==> config.mk <==
export PLATFORM = sky130hd
export DESIGN_NAME = vcfc_regs
export DESIGN_NICKNAME = d
export VERILOG_FILES = /design/src/hdl/vcfc_pkg.sv /design/src/hdl/vcfc_regs.sv
export SDC_FILE = /design/constraint.sdc
export NUM_CORES = 1
export LEC_CHECK = 0
export BUFFER_PORTS_ARGS = -buffer_cell sky130_fd_sc_hd__buf_2
export CAP_MARGIN = 20
export CORE_MARGIN = 8
export CORE_UTILIZATION = 25
export CTS_BUF_LIST = sky130_fd_sc_hd__clkbuf_4 sky130_fd_sc_hd__clkbuf_8
export CTS_CLUSTER_SIZE = 12
export DETAILED_ROUTE_END_ITERATION = 8
export HOLD_SLACK_MARGIN = 0.05
export SYNTH_ARGS = -nofsm -noshare
export SYNTH_HDL_FRONTEND = slang
export SYNTH_SLANG_ARGS = --single-unit
export TNS_END_PERCENT = 100
==> constraint.sdc <==
create_clock -name clk_i -period 1.35 [get_ports clk_i]
set_input_delay 0.135 -clock clk_i [delete_from_list [all_inputs] [get_ports clk_i]]
set_output_delay 0.135 -clock clk_i [all_outputs]
set_load 0.005 [all_outputs]
==> src/hdl/vcfc_pkg.sv <==
`timescale 1ns / 1ps
// Shared constants, codes and helper functions for the voxel chunk face culler.
// No dependencies; imported by vcfc_regs and voxel_chunk_face_culler_top.
package vcfc_pkg;

  // Chunk geometry.
  localparam int CHUNK_WIDTH  = 16;
  localparam int CHUNK_HEIGHT = 256;
  localparam int CELL_COUNT   = CHUNK_WIDTH * CHUNK_WIDTH * CHUNK_HEIGHT;
  localparam int ADDR_W       = $clog2(CELL_COUNT);

  // Field widths of a transaction.
  localparam int KIND_W   = 2;
  localparam int CX_W     = 4;
  localparam int CY_W     = 8;
  localparam int CZ_W     = 4;
  localparam int TYPE_W   = 3;
  localparam int DIR_W    = 3;
  localparam int TC_W     = 4;
  localparam int FC_W     = 19;
  localparam int IN_DW    = 24;
  localparam int OUT_DW   = 48;

  localparam int NUM_TYPES  = 8;
  localparam int NUM_DIRS   = 6;
  localparam int TILE_W     = 24;
  localparam int REG_IDX_W  = 3;
  localparam int APB_ADDR_W = REG_IDX_W + 2;
  localparam int APB_DW     = 32;

  localparam logic [FC_W-1:0] FACE_MAX = FC_W'(393215);

  // Transaction kinds.
  localparam logic [KIND_W-1:0] KIND_WRITE = 2'd0;
  localparam logic [KIND_W-1:0] KIND_BEGIN = 2'd1;
  localparam logic [KIND_W-1:0] KIND_MESH  = 2'd2;

  // Face directions, in the order they are tested.
  localparam logic [DIR_W-1:0] DIR_PX = 3'd0;
  localparam logic [DIR_W-1:0] DIR_NX = 3'd1;
  localparam logic [DIR_W-1:0] DIR_PY = 3'd2;
  localparam logic [DIR_W-1:0] DIR_NY = 3'd3;
  localparam logic [DIR_W-1:0] DIR_NZ = 3'd4;
  localparam logic [DIR_W-1:0] DIR_PZ = 3'd5;

  typedef logic [NUM_TYPES-1:0][TILE_W-1:0] tile_bank_t;

  // Reset value of the tile register for each block type.
  function automatic logic [TILE_W-1:0] tile_reset(input int idx);
    logic [TILE_W-1:0] v;
    case (idx)
      1:       v = TILE_W'(15921648);
      2:       v = TILE_W'(15921906);
      3:       v = TILE_W'(15987699);
      4:       v = TILE_W'(14934755);
      5:       v = TILE_W'(13027014);
      7:       v = TILE_W'(14737632);
      default: v = '0;
    endcase
    return v;
  endfunction

  function automatic int step_dx(input logic [DIR_W-1:0] dir);
    int s;
    case (dir)
      DIR_PX:  s = 1;
      DIR_NX:  s = -1;
      default: s = 0;
    endcase
    return s;
  endfunction

  function automatic int step_dy(input logic [DIR_W-1:0] dir);
    int s;
    case (dir)
      DIR_PY:  s = 1;
      DIR_NY:  s = -1;
      default: s = 0;
    endcase
    return s;
  endfunction

  function automatic int step_dz(input logic [DIR_W-1:0] dir);
    int s;
    case (dir)
      DIR_NZ:  s = -1;
      DIR_PZ:  s = 1;
      default: s = 0;
    endcase
    return s;
  endfunction

  function automatic logic in_chunk(input int x, input int y, input int z);
    return (x >= 0) && (x < CHUNK_WIDTH) && (y >= 0) && (y < CHUNK_HEIGHT) &&
           (z >= 0) && (z < CHUNK_WIDTH);
  endfunction

  // Store layout: z fastest, then y, then x.
  function automatic logic [ADDR_W-1:0] cell_addr(input int x, input int y, input int z);
    return ADDR_W'((x * CHUNK_HEIGHT + y) * CHUNK_WIDTH + z);
  endfunction

endpackage

==> src/hdl/vcfc_regs.sv <==
`timescale 1ns / 1ps
// APB register file holding the per-type atlas tile coordinates.
// Depends on vcfc_pkg.
module vcfc_regs (
  input  logic                                clk_i,
  input  logic                                rst_ni,
  input  logic                                psel,
  input  logic                                penable,
  input  logic                                pwrite,
  input  logic [vcfc_pkg::APB_ADDR_W-1:0]     paddr,
  input  logic [vcfc_pkg::APB_DW-1:0]         pwdata,
  output logic [vcfc_pkg::APB_DW-1:0]         prdata,
  output logic                                pready,
  output vcfc_pkg::tile_bank_t                tiles_o
);
  import vcfc_pkg::*;

  tile_bank_t             tiles_q;
  logic [REG_IDX_W-1:0]   reg_idx;
  logic                   wr_en;

  assign reg_idx = paddr[APB_ADDR_W-1:2];
  assign wr_en   = psel && penable && pwrite;
  assign pready  = 1'b1;
  assign prdata  = APB_DW'(tiles_q[reg_idx]);
  assign tiles_o = tiles_q;

  always_ff @(posedge clk_i or negedge rst_ni) begin
    if (!rst_ni) begin
      for (int i = 0; i < NUM_TYPES; i++) begin
        tiles_q[i] <= tile_reset(i);
      end
    end else if (wr_en) begin
      tiles_q[reg_idx] <= pwdata[TILE_W-1:0];
    end
  end

endmodule

==> impl_results.md <==
* Final-layout worst hold slack at 155 ps
* Number of buffers created by CTS at 17
* Critical path data arrival time at 1770 ps
* Final Slew Violations at 0
* Number of I/O port buffers at 247
* Met1 usage in global routing at 0.184
* Via count of the first global-routing pass at 7432
* Global placer's final weighted congestion at 0.733
* Yosys reg bits at 192
* Global-route wire length before repair at 47100 um
* Number of placed instances with taps included at 1410
* Yosys warning total at 0
* Die outline area at 0.0421 mm2
* Critical path startpoint category: register
* Largest buffer count on any clock path at 2
* DRC violations left at 0
* Number of diodes at 0
* Final setup fails at 40
* WL/cell at 20.9 um
* Number of antenna-violating nets in the routed design at 0
* Average cell area after synthesis at 17.3 um2
* Worst slack at placement at -342 ps
* Net count reported at finish at 1071
* Number of distinct library cell variants in the gate-level netlist after synthesis at 26
* Number of DRC violations after detailed-routing iteration 0 at 234
* Core area at 0.0354 mm2
* Total track usage at 0.147
* HPWL after detailed placement at 21900 um
* Worst setup path class: register to primary output
* Number of rows created at floorplan at 69
* Avg Vias per Cell at 4.38
* Max-capacitance violation count at 0
* Area delta synth->final at 61.8%
* Static leakage at 6.78 nW
* Maximum ir drop on the vdd rail at 720 uV
* Share of the yosys chip area belonging to registers at 0.548
* Tmin final at 1910 ps
* Final Routed Wirelength at 31500 um
* Initial Util at 0.253
* Worst min-delay path category: input port to async pin
* Netlist area before placement at 0.00896 mm2
* Clk_skew at 0 ps
* Number of I/O pins at 267
* Overflow after GRT at 0
* Worst skew pair latency at 470 ps
* Required time worst endpoint at 1220 ps
* Register clock-pin slew on the reported worst setup and hold paths at 110 ps
* Clock tree root buffer cell: sky130_fd_sc_hd__clkbuf_8
* Final non-filler cell total at 1503
* Initial antenna violation count at 1
* Fraction of final layout cells with drive strength greater than 1 at 0.850
* Highest-count cells in the layout ignoring fill and taps: sky130_fd_sc_hd__buf_6 (205), sky130_fd_sc_hd__mux2_2 (194), sky130_fd_sc_hd__buf_4 (146)
* Unrepaired setup endpoints after global routing: true
* Y dimension of the die at 205 um
* Total via count in the routed design at 6578
* Final setup slack of the worst path at -556 ps
* Dominant synthesized flop cell: sky130_fd_sc_hd__dfrtp_1
* Violated checks: setup timing
* Cells on worst reg2reg path at 4
* Largest net degree at the start of global routing at 44
* Number of hold violations in the final report at 0
* Met2 Usage GRT at 0.243
* Most heavily used metal layer in global routing: met2
* Synthesized instance count at 518
* Period Utilization, post-route at 1.41
* Most common library cell in the layout ignoring fill and taps: sky130_fd_sc_hd__buf_6
* Power density over the cells at 1360 mW/mm2
* Total iterations of the first detailed-routing run at 4
* Met3 Usage GRT at 0.0471
* Maximum level of the CTS H-tree at 4
* Highest Clock Rate at 0.525 GHz
* Die width at 205 um
* Clock tree from TritonCTS: done
* CP Max Fanout at 2
* Flip-flop count of the largest register, all copies and words added at 192
* Critical Path End Type: primary output
* Proportion of synthesized flip-flops having asynchronous set or reset at 1.00
* Clock Sinks at 192
* Result of the run: finished, violations left
* Count of flip-flops with a built-in enable after synthesis at 0
## what timing repair did
item / 4_1_cts / 5_1_grt
gates resized for setup: 217 / 52
setup buffers: 17 / 52
hold buffers: 25 / 0
endpoints found under the hold margin: 316 / 0
setup endpoints to repair: 107 / 118
## cells by family (layout without fill, tap and decap cells)
kind of cell	count (synthesis)	in the layout	synth area share
other	2	9	0.000838
AND/OR/NAND/NOR	16	16	0.0177
buffers and inverters	41	558	0.0356
multiplexers	263	263	0.394
flip-flops	192	192	0.548
AO/OA/AOI/OAI	4	4	0.00349
## report_power, final
group | leakage (nW) | switching (mW) | total (mW) | internal (mW)
Sequential | 2.26 | 0.729 | 7.96 | 7.23
Clock | 0.211 | 2.18 | 4.07 | 1.89
Combinational | 4.30 | 2.56 | 7.70 | 5.14
## final cells by class
cell class	count	area, um2
clock buffer	22	297
multi-input combinational	292	3810
sequential	192	4910
clock inverter	10	126
timing repair buffer	525	4770
tap	461	577
fill	3285	20900
inverter	1	3.75
## cell usage after synthesis (2+ instances only)
master / count / area, um2
sky130_fd_sc_hd__buf_1: 3 / 11.3
sky130_fd_sc_hd__buf_2: 6 / 30.0
sky130_fd_sc_hd__buf_4: 20 / 150
sky130_fd_sc_hd__buf_6: 11 / 124
sky130_fd_sc_hd__conb_1: 2 / 7.51
sky130_fd_sc_hd__dfrtp_1: 110 / 2750
sky130_fd_sc_hd__dfstp_2: 82 / 2150
sky130_fd_sc_hd__mux2_2: 215 / 2420
sky130_fd_sc_hd__mux2i_1: 2 / 20.0
sky130_fd_sc_hd__mux4_1: 15 / 394
sky130_fd_sc_hd__mux4_2: 31 / 698
sky130_fd_sc_hd__nor2_2: 6 / 37.5
sky130_fd_sc_hd__nor3_4: 2 / 32.5
## critical path, cell delays in order (launching register included)
cell	delay (ps)
sky130_fd_sc_hd__dfrtp_1	410
sky130_fd_sc_hd__mux4_2	470
sky130_fd_sc_hd__mux2_4	300
sky130_fd_sc_hd__buf_6	120
## path summary, 6_finish.rpt
kind	startpoint	to	slack [ps]
hold reg to reg	tiles_o[42]	tiles_o[42]	540
hold / removal	rst_ni	tiles_o[21]	160
max in group asynchronous	rst_ni	tiles_o[130]	510
setup / recovery	tiles_o[3]	prdata[3]	-560
setup reg to reg	tiles_o[124]	tiles_o[124]	260
min in group clk_i	paddr[4]	tiles_o[18]	410
## per-stage QoR
step	area, um2	utilization	total power [mW]	setup TNS (ps)
floorplan	9000	-	10.0	-176
global placement	12500	0.352	13.8	-27550
detailed placement	12500	0.352	13.9	-28520
CTS	14200	0.400	19.6	-18810
global route	14500	0.409	20.8	-19890
finish	14500	0.409	19.7	-12800
## metal layers
metal / vias up / part of all wire
met4: 0 / 0.017
met2: 214 / 0.48
met3: 31 / 0.072
met5: - / 0
met1: 3379 / 0.43
li1: 2954 / -
Note: power is estimated with default switching activity, not from simulation.
